==> config.mk <==
export PLATFORM = sky130hd
export DESIGN_NAME = digit_serial_short_divider
export DESIGN_NICKNAME = d
export VERILOG_FILES = /design/src/rtl/sdv_pkg.sv /design/src/rtl/sdv_div_unit.sv /design/src/rtl/sdv_ctrl.sv /design/src/rtl/digit_serial_short_divider.sv
export SDC_FILE = /design/constraint.sdc
export NUM_CORES = 1
export LEC_CHECK = 0
export BUFFER_PORTS_ARGS = -buffer_cell sky130_fd_sc_hd__buf_4
export CAP_MARGIN = 20
export CORE_MARGIN = 5
export CORE_UTILIZATION = 35
export CTS_CLUSTER_SIZE = 28
export DETAILED_ROUTE_END_ITERATION = 8
export HOLD_SLACK_MARGIN = 0.02
export PLACE_DENSITY = 0.6
export REMOVE_ABC_BUFFERS = 1
export SLEW_MARGIN = 25
export SYNTH_ARGS = -nofsm -noshare
export SYNTH_HDL_FRONTEND = slang
export SYNTH_SLANG_ARGS = --single-unit
==> constraint.sdc <==
create_clock -name clk -period 4.6 [get_ports clk]
set_input_delay 0.69 -clock clk [delete_from_list [all_inputs] [get_ports clk]]
set_output_delay 0.69 -clock clk [all_outputs]
set_load 0.1 [all_outputs]
==> src/rtl/sdv_pkg.sv <==
// ----------------------------------------------------------------------------
// sdv_pkg: shared types and constants of the digit-serial short divider
// Holds the request and result payloads, the sequencer state type, the
// control bundle that drives the shift-subtract unit, and fixed widths.
// ----------------------------------------------------------------------------
`timescale 1ns / 1ps
`default_nettype none

package sdv_pkg;

  // Field widths fixed by the interface.
  localparam int DIGIT_W = 6;
  localparam int BASE_W  = 6;
  localparam int DIV_W   = 16;
  localparam int QUOT_W  = 7;
  localparam int COUNT_W = 16;

  // remainder * base + digit stays below 2**22.
  localparam int PART_W = DIV_W + BASE_W;

  // Quotient bits resolved per digit: seven when the held remainder is below
  // the divisor, the whole partial product otherwise.
  localparam int NARROW_STEPS = QUOT_W;
  localparam int WIDE_STEPS   = PART_W;
  localparam int STEP_CNT_W   = $clog2(WIDE_STEPS);

  localparam logic [QUOT_W-1:0]  QUOT_SAT  = '1;
  localparam logic [COUNT_W-1:0] COUNT_MAX = '1;

  // Configuration register indexes.
  localparam logic REG_NUMBER_BASE   = 1'b0;
  localparam logic REG_DIVISOR_VALUE = 1'b1;

  localparam logic [BASE_W-1:0] BASE_RESET    = 6'd10;
  localparam logic [DIV_W-1:0]  DIVISOR_RESET = 16'd10;

  typedef struct packed {
    logic [DIGIT_W-1:0] digit_in;
    logic               last_digit;
  } sdv_in_t;

  typedef struct packed {
    logic [QUOT_W-1:0]  quotient_digit;
    logic [DIV_W-1:0]   remainder_now;
    logic [COUNT_W-1:0] leading_zeros;
    logic               end_of_number;
  } sdv_out_t;

  typedef enum logic [1:0] {
    S_IDLE,
    S_DIV,
    S_FIN
  } sdv_state_t;

  // Sequencer commands to the datapath.
  typedef struct packed {
    logic load;
    logic step;
    logic commit;
  } sdv_ctl_t;

endpackage

`default_nettype wire

==> src/rtl/sdv_div_unit.sv <==
// ----------------------------------------------------------------------------
// sdv_div_unit: shared restoring shift-subtract divider
// Resolves one quotient bit per step by shifting the next dividend bit into
// the partial remainder and subtracting the divisor when it fits.
// ----------------------------------------------------------------------------
`timescale 1ns / 1ps
`default_nettype none

module sdv_div_unit (
  input  wire logic                        clk,
  input  wire sdv_pkg::sdv_ctl_t           ctl,
  input  wire logic                        wide,
  input  wire logic [sdv_pkg::PART_W-1:0]  partial,
  input  wire logic [sdv_pkg::DIV_W-1:0]   divisor,
  output logic      [sdv_pkg::DIV_W-1:0]   rem,
  output logic      [sdv_pkg::PART_W-1:0]  quot
);
  import sdv_pkg::*;

  localparam int NARROW_HI = PART_W - NARROW_STEPS;

  logic [DIV_W-1:0]  acc;
  logic [PART_W-1:0] dividend;
  logic [PART_W-1:0] q;
  logic [DIV_W:0]    acc_sh;
  logic [DIV_W:0]    acc_sub;
  logic              fits;

  // One restoring step: shift in a dividend bit, subtract if it fits.
  always_comb begin
    acc_sh  = {acc, dividend[PART_W-1]};
    acc_sub = acc_sh - {1'b0, divisor};
    fits    = (acc_sh >= {1'b0, divisor});
  end

  // The narrow start preloads the upper bits, which are known to be below
  // the divisor, so only the low seven bits remain to be resolved.
  always_ff @(posedge clk) begin
    if (ctl.load) begin
      q <= '0;
      if (wide) begin
        acc      <= '0;
        dividend <= partial;
      end else begin
        acc      <= DIV_W'(partial[PART_W-1:NARROW_STEPS]);
        dividend <= {partial[NARROW_STEPS-1:0], {NARROW_HI{1'b0}}};
      end
    end else if (ctl.step) begin
      acc      <= fits ? acc_sub[DIV_W-1:0] : acc_sh[DIV_W-1:0];
      dividend <= {dividend[PART_W-2:0], 1'b0};
      q        <= {q[PART_W-2:0], fits};
    end
  end

  assign rem  = acc;
  assign quot = q;

endmodule

`default_nettype wire

==> src/rtl/sdv_ctrl.sv <==
// ----------------------------------------------------------------------------
// sdv_ctrl: sequencer of the short divider
// Takes a request, runs the shift-subtract unit for the needed number of
// steps and hands the result over once the output register is free.
// ----------------------------------------------------------------------------
`timescale 1ns / 1ps
`default_nettype none

module sdv_ctrl (
  input  wire logic              clk,
  input  wire logic              rst,
  input  wire logic              in_valid,
  input  wire logic              wide,
  input  wire logic              out_free,
  output logic                   in_ready,
  output sdv_pkg::sdv_ctl_t      ctl
);
  import sdv_pkg::*;

  sdv_state_t            state;
  sdv_state_t            state_next;
  logic [STEP_CNT_W-1:0] count;
  logic [STEP_CNT_W-1:0] count_next;

  always_ff @(posedge clk) begin
    if (rst) begin
      state <= S_IDLE;
      count <= '0;
    end else begin
      state <= state_next;
      count <= count_next;
    end
  end

  // Next state and commands.
  always_comb begin
    state_next = state;
    count_next = count;
    in_ready   = 1'b0;
    ctl        = '0;
    unique case (state)
      S_IDLE: begin
        in_ready = 1'b1;
        if (in_valid) begin
          ctl.load   = 1'b1;
          count_next = wide ? STEP_CNT_W'(WIDE_STEPS - 1)
                            : STEP_CNT_W'(NARROW_STEPS - 1);
          state_next = S_DIV;
        end
      end
      S_DIV: begin
        ctl.step = 1'b1;
        if (count == '0) begin
          state_next = S_FIN;
        end else begin
          count_next = count - 1'b1;
        end
      end
      S_FIN: begin
        if (out_free) begin
          ctl.commit = 1'b1;
          state_next = S_IDLE;
        end
      end
      default: begin
        state_next = S_IDLE;
      end
    endcase
  end

  // The step counter never starts above the wide step count.
  a_count_range: assert property (@(posedge clk) disable iff (rst)
    state == S_DIV |-> count <= STEP_CNT_W'(WIDE_STEPS - 1))
    else $error("step counter out of range");

endmodule

`default_nettype wire

==> src/rtl/digit_serial_short_divider.sv <==
// ----------------------------------------------------------------------------
// digit_serial_short_divider: short division of a digit stream
// Divides a number given most significant digit first in a configurable
// base by a configured divisor, one quotient digit per request, with the
// running remainder and a saturating count of leading zero quotient digits.
//
//   Channel  Direction  Handshake            Payload
//   in       input      in_valid/in_ready    sdv_in_t  (digit_in, last_digit)
//   out      output     out_valid/out_ready  sdv_out_t (quotient, remainder,
//                                                       leading zeros, end)
//   cfg      input      cfg_write            cfg_index, cfg_data
//
// A request is taken and remainder * base + digit formed, then the
// shift-subtract unit runs seven steps and the result register is written.
// If the held remainder is not below the divisor (the divisor was rewritten
// mid-number) the unit runs 22 steps; the sequencer sets the step count.
// Reset is synchronous; it restores base 10, divisor 10 and a cleared number.
// A stalled output holds the finished result; the next request is taken
// while it waits, and its result waits in turn until the register frees.
// ----------------------------------------------------------------------------
`timescale 1ns / 1ps
`default_nettype none

module digit_serial_short_divider (
  input  wire logic                       clk,
  input  wire logic                       rst,
  input  wire logic                       in_valid,
  output logic                            in_ready,
  input  wire sdv_pkg::sdv_in_t           in_data,
  output logic                            out_valid,
  input  wire logic                       out_ready,
  output sdv_pkg::sdv_out_t               out_data,
  input  wire logic                       cfg_write,
  input  wire logic                       cfg_index,
  input  wire logic [sdv_pkg::DIV_W-1:0]  cfg_data
);
  import sdv_pkg::*;

  logic [BASE_W-1:0]  number_base;
  logic [DIV_W-1:0]   divisor_value;
  logic [DIV_W-1:0]   running_remainder;
  logic [COUNT_W-1:0] zero_run_count;
  logic               still_leading;
  logic               last_held;

  sdv_ctl_t           ctl;
  logic               wide;
  logic               out_free;
  logic [PART_W-1:0]  partial;
  logic [DIV_W-1:0]   unit_rem;
  logic [PART_W-1:0]  unit_quot;

  logic [QUOT_W-1:0]  quot_res;
  logic [DIV_W-1:0]   rem_res;
  logic [COUNT_W-1:0] count_next;
  logic               leading_next;

  // Configuration registers.
  always_ff @(posedge clk) begin
    if (rst) begin
      number_base   <= BASE_RESET;
      divisor_value <= DIVISOR_RESET;
    end else if (cfg_write) begin
      unique case (cfg_index)
        REG_NUMBER_BASE:   number_base   <= cfg_data[BASE_W-1:0];
        REG_DIVISOR_VALUE: divisor_value <= cfg_data;
        default: ;
      endcase
    end
  end

  // Partial dividend for the incoming digit.
  always_comb begin
    partial = PART_W'({{BASE_W{1'b0}}, running_remainder} *
                      {{DIV_W{1'b0}}, number_base})
            + PART_W'(in_data.digit_in);
    wide    = (running_remainder >= divisor_value);
  end

  assign out_free = !out_valid || out_ready;

  sdv_ctrl u_ctrl (
    .clk      (clk),
    .rst      (rst),
    .in_valid (in_valid),
    .wide     (wide),
    .out_free (out_free),
    .in_ready (in_ready),
    .ctl      (ctl)
  );

  sdv_div_unit u_div (
    .clk     (clk),
    .ctl     (ctl),
    .wide    (wide),
    .partial (partial),
    .divisor (divisor_value),
    .rem     (unit_rem),
    .quot    (unit_quot)
  );

  // Saturate the quotient and apply the zero-divisor rule.
  always_comb begin
    if (divisor_value == '0) begin
      quot_res = QUOT_SAT;
      rem_res  = '0;
    end else begin
      quot_res = (|unit_quot[PART_W-1:QUOT_W]) ? QUOT_SAT : unit_quot[QUOT_W-1:0];
      rem_res  = unit_rem;
    end
    count_next   = zero_run_count;
    leading_next = still_leading;
    if (still_leading) begin
      if (quot_res == '0) begin
        if (zero_run_count != COUNT_MAX) begin
          count_next = zero_run_count + 1'b1;
        end
      end else begin
        leading_next = 1'b0;
      end
    end
  end

  // Number state; a last digit clears it for the next number.
  always_ff @(posedge clk) begin
    if (rst) begin
      running_remainder <= '0;
      zero_run_count    <= '0;
      still_leading     <= 1'b1;
    end else if (ctl.commit) begin
      if (last_held) begin
        running_remainder <= '0;
        zero_run_count    <= '0;
        still_leading     <= 1'b1;
      end else begin
        running_remainder <= rem_res;
        zero_run_count    <= count_next;
        still_leading     <= leading_next;
      end
    end
  end

  // The end marker travels with the request.
  always_ff @(posedge clk) begin
    if (ctl.load) begin
      last_held <= in_data.last_digit;
    end
  end

  // Output register.
  always_ff @(posedge clk) begin
    if (rst) begin
      out_valid <= 1'b0;
    end else if (ctl.commit) begin
      out_valid <= 1'b1;
    end else if (out_ready) begin
      out_valid <= 1'b0;
    end
  end

  always_ff @(posedge clk) begin
    if (ctl.commit) begin
      out_data.quotient_digit <= quot_res;
      out_data.remainder_now  <= rem_res;
      out_data.leading_zeros  <= count_next;
      out_data.end_of_number  <= last_held;
    end
  end

  // A result is written only into a free output register.
  a_commit_free: assert property (@(posedge clk) disable iff (rst)
    ctl.commit |-> (!out_valid || out_ready))
    else $error("result written over a pending one");

  // The held remainder stays below the divisor it was formed with.
  a_rem_below: assert property (@(posedge clk) disable iff (rst)
    ($past(ctl.commit) && $past(divisor_value) != '0)
      |-> running_remainder < $past(divisor_value))
    else $error("held remainder not below divisor");

  // The leading run ends only when a result is written.
  a_leading_fall: assert property (@(posedge clk) disable iff (rst)
    $fell(still_leading) |-> $past(ctl.commit))
    else $error("leading flag dropped outside a result write");

endmodule

`default_nettype wire

After elaboration in Yosys (flattened, before gate mapping)
Cells that the tools add are included.
{ "word_totals": {"regBits": 164, "inputBits": 29, "output_inout_bits": 42, "word_cells": 79} }
{ "op_classes": {"addsub": 4, "n_mul": 1, "n_lt_le_gt_ge": 2, "n_eq_ne": 7, "muxes": 34, "bitwise_logic": 1, "reduce_logical": 14} }
{ "ops": {"columns": ["operator", "count"], "rows": [
  ["$mux W16", 9],
  ["$mux W22", 3],
  ["$add A22 B6 Y22", 1],
  ["$mul A16 B6 Y22", 1],
  ["$ge A17 B16 Y1", 1],
  ["$add A16 B1 Y16 const B", 1],
  ["$ge A16 B16 Y1", 1],
  ["$logic_not A16 Y1", 1],
  ["$ne A16 B16 Y1 const B", 1],
  ["$sub A16 B16 Y16", 1],
  ["$mux W15", 1],
  ["$mux W5", 3],
  ["$reduce_or A15 Y1", 1],
  ["$mux W7", 2],
  ["$mux W1", 11],
  ["$pmux W5 S2", 1],
  ["$logic_not A7 Y1", 1],
  ["$mux W2", 3],
  ["$ne A2 B2 Y1 const B", 3],
  ["$pmux W2 S3", 1],
  ["$reduce_and A3 Y1", 2],
  ["$reduce_bool A2 Y1", 3],
  ["$logic_not A5 Y1", 1],
  ["$sub A5 B1 Y5 const B", 1],
  ["8 further kinds", 9]
]} }

Depth between registers and ports, before layout
Gate-level depths: netlist of run 1.
{ "logic_depth": {"ltp_word": 7, "ltp_mapped": 18} }

Modules after synthesis
From an unflattened synthesis of run 1, not the netlist that was laid out.
{ "unflattened": {"cells_unflattened": 1189, "area_unflattened_um2": 11631.2} }
{ "modules_own_cells": {"columns": ["module", "n_inst", "cells_each", "area_each_um2"], "rows": [
  ["digit_serial_short_divider", 1, 779, 7621.1],
  ["sdv_div_unit", 1, 366, 3594.7],
  ["sdv_ctrl", 1, 44, 415.4]
]} }

Least setup slack after synthesis of run 1
No wires, ideal clock.
{ "synth_timing": {"kind": "reg-to-reg", "start": "reg number_base[5]", "end": "reg u_div.dividend[20] (data pin)", "arrival_ns": 4.576, "setup_slack_ns": -0.257, "path_stages_with_launch": 16, "n_path_buf": 1, "path_cell_list": "dfxtp_1 > clkbuf_1 > nand2_1 > fa_1 > fa_1 > fa_1 > inv_1 > fa_1 > ha_1 > nand4_1 > and3_1 > o41ai_1 > a31oi_1 > or3b_2 > o21ai_0 > a211oi_1"} }
{ "synth_via": {"elab_chain_cells": 4} }
{ "synth_lines": {"columns": ["element", "line_no", "source"], "rows": [
  ["from (decl)", "digit_serial_short_divider.sv:39", "logic [BASE_W-1:0] number_base;"],
  ["from (signal assigned)", "digit_serial_short_divider.sv:65", "REG_NUMBER_BASE: number_base <= cfg_data[BASE_W-1:0];"],
  ["$mul A16 B6 Y22", "digit_serial_short_divider.sv:74", "partial = PART_W'({{BASE_W{1'b0}}, running_remainder} *"],
  ["$add A22 B6 Y22", "digit_serial_short_divider.sv:76", "+ PART_W'(in_data.digit_in);"],
  ["$mux W22", "sdv_div_unit.sv:41", "if (wide) begin"],
  ["$mux W22", "sdv_div_unit.sv:39", "if (ctl.load) begin"],
  ["to (signal assigned)", "sdv_div_unit.sv:43", "dividend <= partial;"],
  ["to (signal assigned)", "sdv_div_unit.sv:46", "dividend <= {partial[NARROW_STEPS-1:0], {NARROW_HI{1'b0}}};"],
  ["to (signal assigned)", "sdv_div_unit.sv:50", "dividend <= {dividend[PART_W-2:0], 1'b0};"],
  ["to (decl)", "sdv_div_unit.sv:23", "logic [PART_W-1:0] dividend;"]
]} }
Every way passes these cells.
A chain may end at the register's enable or synchronous reset.

Worst setup path in the final report of run 1
{ "layout_timing": {"start": "reg running_remainder[5]", "end": "reg u_div.acc[13] (netlist: u_div.rem[13]) (data pin)"} }
{ "layout_via": {"elab_chain_cells": 4, "elab_cells_between_ends": 5, "classes_between": "1 x add/sub; 1 x mul; 1 x order compare; 2 x mux"} }
{ "layout_lines": {"columns": ["element", "line_no", "source"], "rows": [
  ["from (decl)", "digit_serial_short_divider.sv:41", "logic [DIV_W-1:0] running_remainder;"],
  ["from (signal assigned)", "digit_serial_short_divider.sv:136", "running_remainder <= rem_res;"],
  ["$mul A16 B6 Y22", "digit_serial_short_divider.sv:74", null],
  ["$add A22 B6 Y22", "digit_serial_short_divider.sv:76", null],
  ["$mux W15 (*)", "sdv_div_unit.sv:41", null],
  ["$mux W16 (*)", "sdv_div_unit.sv:39", null],
  ["to (signal assigned)", "sdv_div_unit.sv:45", "acc <= DIV_W'(partial[PART_W-1:NARROW_STEPS]);"],
  ["to (signal assigned)", "sdv_div_unit.sv:49", "acc <= fits ? acc_sub[DIV_W-1:0] : acc_sh[DIV_W-1:0];"],
  ["to (decl)", "sdv_div_unit.sv:22", "logic [DIV_W-1:0] acc;"]
]} }
Mark *: on every way between the ends. The rest lies on a longest branch, timed or not.

==> results.sh, run 1 <==
export IMPL_drc=0
export IMPL_period_minus_slack_ns=4.56
export IMPL_ys_warn_count=0
export IMPL_criticalPathCategory="flop to flop"
export IMPL_rsz0062_at_grt="true"
export IMPL_row_count=65
export IMPL_die_area_um2=35300
export IMPL_wl_per_cell_um=17.6
export IMPL_synthToLayoutAreaGrowth_pct=21.8
export IMPL_overflow=0
export IMPL_yosys_most_used_dff="dfxtp_1"
export IMPL_synth_cell_types=68
export IMPL_final_hold_viol_count=0
export IMPL_reg2reg_from="running_remainder[5]"
export IMPL_drv_cap=0
export IMPL_cp_startpoint="running_remainder[5]"
export IMPL_postLayoutCellArea_um2=13500
export IMPL_wl_um=29700
export IMPL_start_kind="flop"
export IMPL_p_leak_nw=5.78
export IMPL_synthTopCellsByArea="edfxtp_1 (21%), dfxtp_1 (15%), fa_1 (11%), ha_1 (9.6%), and2_1 (5.8%)"
export IMPL_start_util=0.353
export IMPL_drtIter0Drc=557
export IMPL_insertion_delay_ns=0.44
export IMPL_drive_gt1_frac=0.197
export IMPL_drtPass1Iterations=7
export IMPL_worst_ep_required_time_ns=4.76
export IMPL_clockBufferDepth=2
export IMPL_yosysMostFrequentCell="nand2_1"
export IMPL_grt_max_degree=64
export IMPL_netlist_area_um2=11100
export IMPL_async_flop_share=0
export IMPL_h_tree_depth=4
export IMPL_fp_coreArea_um2=31400
export IMPL_synth_top_area_frac=0.214
export IMPL_seq_area_um2=4100
export IMPL_cts_buffers=17
export IMPL_slew_headroom=0.418
export IMPL_antenna_found_initial=0
export IMPL_syn_avg_cell_area_um2=9.56
export IMPL_n_antenna_cell=0
export IMPL_synthCells=1159
export IMPL_port_buffers=70
export IMPL_path_clk_slew_ns=0.07
export IMPL_ir_worst_vdd_mv=0.288
export IMPL_max_freq_mhz=219
export IMPL_viasPerCell=5.29
export IMPL_drv_slew=0
export IMPL_reg2reg_depth=16
export IMPL_skew_ns=0.0138
export IMPL_ys_ff_latch=164
export IMPL_cts_tree="yes"
export IMPL_vias=8926
export IMPL_dp_hpwl_um=22200
export IMPL_clkSinkCount=164
export IMPL_fin_crit_sh=0.992
export IMPL_gp_congestion=0.889
export IMPL_io_pins=71
export IMPL_fp_dieW_um=188
export IMPL_grt_pass1_wl_um=47700
export IMPL_path_max_fanout=7
export IMPL_synth_edff_count=79
export IMPL_critPathArrivalTime_ns=4.72
export IMPL_outcome="finished, final reports clean"
export IMPL_filler_cell_count=3015
export IMPL_yosys_area_top_type="edfxtp_1"
export IMPL_power_mw=5.41
export IMPL_drtAntennaViolNets=0
export IMPL_multi_input_area_um2=6990
export IMPL_end_kind="flop"
export IMPL_root_buffer="clkbuf_16"
export IMPL_seq_area_frac_synth=0.368
export IMPL_post_dp_cell_area_um2=12400
export IMPL_fp_dieH_um=188
export IMPL_grt_pass1_vias=8911
export IMPL_synth_common_cells="nand2_1 (140), and2_1 (103), dfxtp_1 (85), ha_1 (85), edfxtp_1 (79)"
export IMPL_min_from="in_data[0]"
export IMPL_hp_class="input port to flop"
export IMPL_tightest_slew_ns=0.872
export IMPL_ctsHoldBuffers=0
export IMPL_final_nets=1446
export IMPL_dp_cells=1647
export IMPL_p_per_area_nw_per_um2=401
export IMPL_setup_tns_final_ns=0
export IMPL_setup_viol=0
export IMPL_track_usage=0.167
export IMPL_min_path_cells=1
export IMPL_fin_cells=1686
[layer usage]
layer,global-route usage,part of all wire
met5,0,0
met4,0.0565,0.026
met3,0.0287,0.052
met2,0.272,0.47
met1,0.226,0.45
[cell families (layout without fill, tap and decap cells)]
group | after synthesis | after routing | synth area share
buffers and inverters | 107 | 232 | 0.0374
XOR/XNOR | 35 | 35 | 0.0277
adder cells (fa/ha/maj) | 146 | 146 | 0.206
AND/OR/NAND/NOR | 440 | 440 | 0.205
AO/OA/AOI/OAI | 250 | 250 | 0.141
multiplexers | 17 | 17 | 0.0157
flip-flops | 164 | 164 | 0.368
[flip-flops by register name (all words and copies together) (netlist names)]
name               count
out_data              40
number_base            6
u_ctrl.state           2
zero_run_count        16
divisor_value         16
still_leading          1
out_valid              1
u_ctrl.count           5
last_held              1
u_div.rem             16
running_remainder     16
u_div.dividend        22
u_div.quot            22
[worst max-delay path, stage by stage, from the launching register on]
cell,delay [ns]
dfxtp_2,0.32
buf_6,0.13
and2_4,0.16
fa_1,0.50
fa_1,0.51
fa_1,0.50
ha_1,0.34
ha_4,0.17
or3_4,0.40
nor3_4,0.18
and3_4,0.21
o41ai_2,0.07
buf_4,0.16
a31oi_4,0.22
o21bai_4,0.12
xnor2_2,0.18
o22ai_1,0.11
[cell usage in the layout, fill, tap and decap left out, drive strengths merged, types with 21 or more instances in the layout]
| cell type | n |
|---|---|
| fa | 61 |
| nand3 | 21 |
| inv | 63 |
| a21oi | 64 |
| nor2 | 67 |
| buf | 142 |
| xnor2 | 21 |
| and2 | 103 |
| o21ai | 72 |
| dfxtp | 85 |
| clkbuf | 21 |
| a22oi | 23 |
| ha | 85 |
| edfxtp | 79 |
| nand2 | 140 |
[path summary, 6_finish.rpt]
| path | slack, ns | endpoint |
|---|---|---|
| worst min-delay path | 0.45 | last_held |
| worst max register to register | 0.04 | u_div.rem[13] |
| worst min register to register | 0.48 | u_div.quot[21] |
| worst max-delay path | 0.04 | u_div.rem[13] |
[repair_timing]
action                                 4_1_cts  5_1_grt
pin swaps                                   17       24
setup endpoints to repair                   15       18
endpoints found under the hold margin        0        0
setup buffers                                2        5
gates resized for setup                     29       61
[stage by stage]
step | worst slack [ns] | hold slack [ns] | util
CTS | -0.0289 | 0.441 | 0.419
global placement | -0.212 | 0.459 | 0.395
global route | -0.105 | 0.438 | 0.430
finish | 0.0359 | 0.453 | 0.430
detailed placement | -0.318 | 0.464 | 0.395
floorplan | -0.153 | 0.443 | -
[area by class of cell]
cell class,instances,area share
Multi-Input combinational cell,888,0.518
Sequential cell,164,0.304
Timing Repair Buffer,142,0.0818
Tap cell,402,0.0373
Clock buffer,21,0.0350
Inverter,58,0.0161
Clock inverter,11,0.00853
[power breakdown]
| part | switching [mW] | internal [mW] | total, mW |
|---|---|---|---|
| logic | 1.17 | 0.741 | 1.91 |
| registers | 0.215 | 1.83 | 2.05 |
| clock network | 0.646 | 0.809 | 1.46 |
| total | 2.03 | 3.38 | 5.41 |
Note: power is estimated with default switching activity, not from simulation.
==> run 2: changes to the inputs <==
Settings changed: CORE_MARGIN 5 to 3, PLACE_DENSITY 0.6 to 0.58.
Clock period 4.6 ns to 5.5 ns, I/O delays scaled along.
==> results.sh, run 2 (same netlist as run 1, synthesis figures left out) <==
export IMPL_die_area_um2=33800
export IMPL_skew_ns=0.00885
export IMPL_wl_met2_um=13100
export IMPL_largest_reg_flops=40
export IMPL_multi_input_area_um2=6590
export IMPL_path_cells="nand2_1 > fa_1 > fa_1 > fa_1 > inv_1 > fa_1 > ha_1 > nand4_1 > and3_1 > o41ai_1 > a31oi_1 > or3b_2 > o21ai_0 > a211oi_1"
export IMPL_rsz0062_at_grt="false"
export IMPL_seq_area_um2=4070
export IMPL_fp_coreArea_um2=30900
export IMPL_gp_congestion=0.871
export IMPL_final_hold_viol_count=0
export IMPL_cts_buffers=17
export IMPL_n_antenna_cell=0
export IMPL_clkPwrFrac=0.279
export IMPL_worst_ep_required_time_ns=5.65
export IMPL_dp_hpwl_um=21400
export IMPL_drtPass1Iterations=5
export IMPL_reg2reg_depth=14
export IMPL_cp_num_buf_inv=1
export IMPL_clkSinkCount=164
export IMPL_largest_register="out_data"
export IMPL_layout_common_cells="nand2_1 (140), and2_1 (103), buf_4 (89)"
export IMPL_overflow=0
export IMPL_cpMostUsedCell="fa_1"
export IMPL_ff2ff_setup_slack_ns=0.44
export IMPL_path_max_fanout=8
export IMPL_io_pins=71
export IMPL_ir_worst_vdd_mv=0.228
export IMPL_period_minus_slack_ns=5.06
export IMPL_start_util=0.359
export IMPL_grt_pass1_wl_um=46600
export IMPL_setup_slack_ns=0.437
export IMPL_slowest_delay_ns=0.56
export IMPL_drtAntennaViolNets=0
export IMPL_reg2reg_from="running_remainder[2]"
export IMPL_drtIter0Drc=722
export IMPL_p_per_area_nw_per_um2=355
export IMPL_end_kind="flop"
export IMPL_track_usage=0.173
export IMPL_viasPerCell=5.24
export IMPL_dp_cells=1595
export IMPL_antenna_found_initial=2
export IMPL_drv_slew=0
export IMPL_row_count=64
export IMPL_rr_endpoint="u_div.dividend[20]"
export IMPL_power_frac_comb=0.343
export IMPL_insertion_delay_ns=0.43
export IMPL_synthToLayoutAreaGrowth_pct=14.3
export IMPL_min_delay_worst_endpoint="divisor_value[11]"
export IMPL_hp_class="flop to flop"
export IMPL_wl_um=28400
export IMPL_critPathArrivalTime_ns=5.22
export IMPL_clockBufferDepth=2
export IMPL_ctsHoldBuffers=0
export IMPL_top_layer="met4"
export IMPL_dp_slack_ns=0.454
export IMPL_port_buffers=70
export IMPL_min_path_cells=2
export IMPL_h_tree_depth=4
export IMPL_start_kind="flop"
export IMPL_setup_viol=0
export IMPL_grt_pass1_vias=8679
export IMPL_netSwitchingFraction=0.366
export IMPL_fin_crit_sh=0.921
export IMPL_outcome="finished, final reports clean"
export IMPL_power_frac_seq=0.378
export IMPL_path_clk_slew_ns=0.07
export IMPL_drive_gt1_frac=0.109
export IMPL_cts_tree="yes"
export IMPL_met1Wirelength_um=13300
export IMPL_setup_tns_final_ns=0
export IMPL_max_freq_mhz=197
export IMPL_fp_dieH_um=184
export IMPL_criticalPathCategory="flop to flop"
export IMPL_wl_per_cell_um=17.4
export IMPL_tightest_slew_ns=0.911
export IMPL_final_nets=1393
export IMPL_wl_met3_um=1440
export IMPL_root_buffer="clkbuf_16"
export IMPL_drv_cap=0
export IMPL_fin_cells=1627
export IMPL_slowest_stage="fa_1"
export IMPL_p_int_mw=2.85
export IMPL_path_delay_family="adder cells"
export IMPL_p_leak_nw=5.43
export IMPL_power_mw=4.50
export IMPL_slew_headroom=0.393
export IMPL_p_switching_mw=1.64
export IMPL_vias=8525
export IMPL_cts_setup_buffers=0
export IMPL_min_from="divisor_value[11]"
export IMPL_grt_max_degree=64
export IMPL_filler_cell_count=3038
export IMPL_drc=0
export IMPL_cts_resized_gates=0
export IMPL_final_common_cell="nand2_1"
export IMPL_fp_dieW_um=184
-- run 2: cell types whose count changed in the layout (fill, tap and decap cells not counted), moves of 4 or more --
cell        delta
ha_1          +14
buf_6          -8
a21oi_2        -5
dfxtp_2       -10
and2_1         +5
ha_4          -13
and2_4         -5
clkinvlp_4     +4
dfxtp_1       +13
buf_4         -44
a21oi_1        +5
-- run 2: cell type report --
cell class | instances | share of cell area
clock inverters | 12 | 0.0133
well taps | 396 | 0.0391
repair buffers | 89 | 0.0528
multi-input cells | 888 | 0.521
inverters | 58 | 0.0172
flip-flops and latches | 164 | 0.322
clock buffers | 20 | 0.0353
-- run 2: worst max-delay path by stage --
stage / start / to / slack [ns] / cells past startpoint
4_1_cts: running_remainder[2] / u_div.rem[11] / 0.42 / 14
3_5_place_dp: running_remainder[2] / u_div.dividend[20] / 0.45 / 14
6_report: running_remainder[2] / u_div.dividend[20] / 0.44 / 14
3_3_place_gp: running_remainder[1] / u_div.dividend[20] / 0.46 / 14
2_1_floorplan: number_base[5] / u_div.dividend[20] / 0.75 / 14
5_1_grt: running_remainder[2] / u_div.dividend[21] / 0.07 / 15
-- run 2: tightest hold or removal path: stages, from the launching register on --
cell     delay (ns)
dfxtp_1        0.32
nand2_1        0.06
a21oi_1        0.05
-- run 2: per-stage QoR --
step	hold WS [ns]	util	area (um^2)
3_5_place_dp	0.466	0.390	12000
6_report	0.476	0.410	12700
3_3_place_gp	0.465	0.390	12000
4_1_cts	0.476	0.410	12700
5_1_grt	0.496	0.410	12700
2_1_floorplan	0.443	-	10900
-- run 2: power groups by stage --
| stage | clock network (mW) | logic (mW) | registers, mW |
|---|---|---|---|
| floorplan | 0 | 1.04 | 1.75 |
| global placement | 0 | 1.52 | 1.72 |
| detailed placement | 0 | 1.53 | 1.72 |
| CTS | 1.28 | 1.55 | 1.70 |
| global route | 1.33 | 1.73 | 1.71 |
| finish | 1.25 | 1.54 | 1.70 |
-- run 2: per-layer routing --
layer / track usage / up-vias
met1: 0.238 / 4137
met4: 0.0508 / 0
met2: 0.279 / 177
li1: - / 4174
met5: 0 / -
met3: 0.0323 / 37
==> run 3: changes to the inputs <==
Settings changed: CORE_UTILIZATION 35 to 50, PLACE_DENSITY 0.58 to 0.75.
==> results.sh, run 3 (same netlist as run 1, synthesis figures left out) <==
export IMPL_dp_hpwl_um=19600
export IMPL_die_area_um2=24000
export IMPL_power_mw=4.44
export IMPL_reg2reg_from="number_base[0]"
export IMPL_ctsHoldBuffers=0
export IMPL_min_delay_worst_endpoint="divisor_value[5]"
export IMPL_drive_gt1_frac=0.108
export IMPL_grt_pass1_vias=8493
export IMPL_vias=8687
export IMPL_gp_congestion=0.879
export IMPL_ff2ff_setup_slack_ns=0.37
export IMPL_final_nets=1391
export IMPL_use_met1=0.304
export IMPL_power_frac_comb=0.344
export IMPL_cts_tree="yes"
export IMPL_drtAntennaViolNets=0
export IMPL_n_antenna_cell=0
export IMPL_period_minus_slack_ns=5.13
export IMPL_path_max_fanout=17
export IMPL_fp_coreArea_um2=21400
export IMPL_viasPerCell=5.78
export IMPL_power_frac_seq=0.381
export IMPL_p_leak_nw=5.43
export IMPL_tightest_slew_ns=0.908
export IMPL_largest_register="out_data"
export IMPL_drtIter0Drc=648
export IMPL_p_per_area_nw_per_um2=356
export IMPL_clkSinkCount=164
export IMPL_setup_viol=0
export IMPL_largest_reg_flops=40
export IMPL_overflow=0
export IMPL_slew_headroom=0.395
export IMPL_port_buffers=70
export IMPL_use_met3=0.0492
export IMPL_cts_resized_gates=0
export IMPL_synthToLayoutAreaGrowth_pct=12.7
export IMPL_cts_buffers=17
export IMPL_final_common_cell="nand2_1"
export IMPL_setup_slack_ns=0.366
export IMPL_dp_cells=1472
export IMPL_min_path_cells=2
export IMPL_cp_num_buf_inv=1
export IMPL_slowest_stage="dfxtp_1"
export IMPL_end_kind="flop"
export IMPL_reg2reg_depth=14
export IMPL_drtPass1Iterations=5
export IMPL_min_from="divisor_value[5]"
export IMPL_path_cells="nand2_1 > fa_1 > fa_1 > fa_1 > inv_1 > fa_1 > ha_1 > nand4_1 > and3_1 > o41ai_1 > a31oi_1 > or3b_2 > o21ai_0 > a211oi_1"
export IMPL_io_pins=71
export IMPL_layout_common_cells="nand2_1 (140), and2_1 (103), buf_4 (87)"
export IMPL_p_switching_mw=1.63
export IMPL_h_tree_depth=4
export IMPL_path_delay_family="adder cells"
export IMPL_worst_ep_required_time_ns=5.64
export IMPL_path_clk_slew_ns=0.07
export IMPL_fp_dieW_um=155
export IMPL_rr_endpoint="u_div.dividend[20]"
export IMPL_slowest_delay_ns=0.61
export IMPL_outcome="finished, final reports clean"
export IMPL_hp_class="flop to flop"
export IMPL_root_buffer="clkbuf_16"
export IMPL_criticalPathCategory="flop to flop"
export IMPL_wl_per_cell_um=17.5
export IMPL_clockBufferDepth=2
export IMPL_wl_um=26200
export IMPL_p_int_mw=2.81
export IMPL_setup_tns_final_ns=0
export IMPL_path_depth=14
export IMPL_rsz0062_at_grt="false"
export IMPL_antenna_found_initial=0
export IMPL_cts_setup_buffers=0
export IMPL_ir_worst_vdd_mv=0.246
export IMPL_drv_slew=0
export IMPL_dp_slack_ns=0.433
export IMPL_row_count=53
export IMPL_clkPwrFrac=0.275
export IMPL_skew_ns=0.0103
export IMPL_track_usage=0.224
export IMPL_insertion_delay_ns=0.43
export IMPL_netSwitchingFraction=0.368
export IMPL_start_kind="flop"
export IMPL_fp_dieH_um=155
export IMPL_fin_crit_sh=0.934
export IMPL_drv_cap=0
export IMPL_final_hold_viol_count=0
export IMPL_grt_use_met2=0.359
export IMPL_grt_busiest_layer="met2"
export IMPL_cpMostUsedCell="fa_1"
export IMPL_drc=0
export IMPL_grt_pass1_wl_um=43100
export IMPL_fin_cells=1504
export IMPL_start_util=0.517
export IMPL_critPathArrivalTime_ns=5.27
export IMPL_max_freq_mhz=195
export IMPL_grt_max_degree=64
run 3: changes by cell type in the layout (fill, tap and decap cells not counted), moves of 2 or more:
| cell | previous run | this run |
|---|---|---|
| clkinvlp_4 | 4 | 1 |
| buf_4 | 89 | 87 |
| bufinv_16 | 3 | 1 |
| clkbuf_16 | 17 | 19 |
| inv_6 | 2 | 4 |
run 3: per-stage QoR:
step / area (um^2) / hold slack, ns / util
after floorplan: 10900 / 0.443 / -
after global placement: 11900 / 0.461 / 0.555
after detailed placement: 11900 / 0.467 / 0.555
after CTS: 12500 / 0.476 / 0.583
after global routing: 12500 / 0.498 / 0.583
final: 12500 / 0.475 / 0.583
run 3: per-layer routing:
metal / up-vias / routed length (um) / share of wire
met5: - / 0 / 0
met4: 0 / 631 / 0.024
met3: 50 / 1580 / 0.060
met2: 254 / 12400 / 0.47
met1: 4193 / 11700 / 0.44
li1: 4190 / - / -
run 3: power groups by stage:
stage	Combinational (mW)	Sequential, mW	Clock, mW
6_report	1.53	1.69	1.22
3_3_place_gp	1.47	1.71	0
4_1_cts	1.51	1.69	1.23
2_1_floorplan	1.04	1.75	0
5_1_grt	1.68	1.71	1.29
3_5_place_dp	1.51	1.71	0
run 3: area by class of cell:
| cell class | instances | area (um^2) |
|---|---|---|
| multi-input combinational | 888 | 6590 |
| sequential | 164 | 4070 |
| timing repair buffer | 87 | 653 |
| inverter | 58 | 218 |
| fill | 1859 | 8930 |
| tap | 275 | 344 |
| clock buffer | 20 | 479 |
| clock inverter | 12 | 129 |
run 3: worst max-delay path by stage:
stage          slack, ns                  to                  from
2_1_floorplan       0.75  u_div.dividend[20]        number_base[5]
3_3_place_gp        0.54  u_div.dividend[20]  running_remainder[0]
3_5_place_dp        0.43  u_div.dividend[20]        number_base[0]
4_1_cts             0.39  u_div.dividend[20]        number_base[0]
5_1_grt             0.11  u_div.dividend[20]        number_base[0]
6_report            0.37  u_div.dividend[20]        number_base[0]
run 3: worst register-to-register path, delay by kind of cell (launching register included):
kind	cells	cell delay [ns]
flip-flops	1	0.61
AND/OR/NAND/NOR	4	0.99
adder cells (fa/ha/maj)	5	2.32
AO/OA/AOI/OAI	4	0.86
buffers and inverters	1	0.06
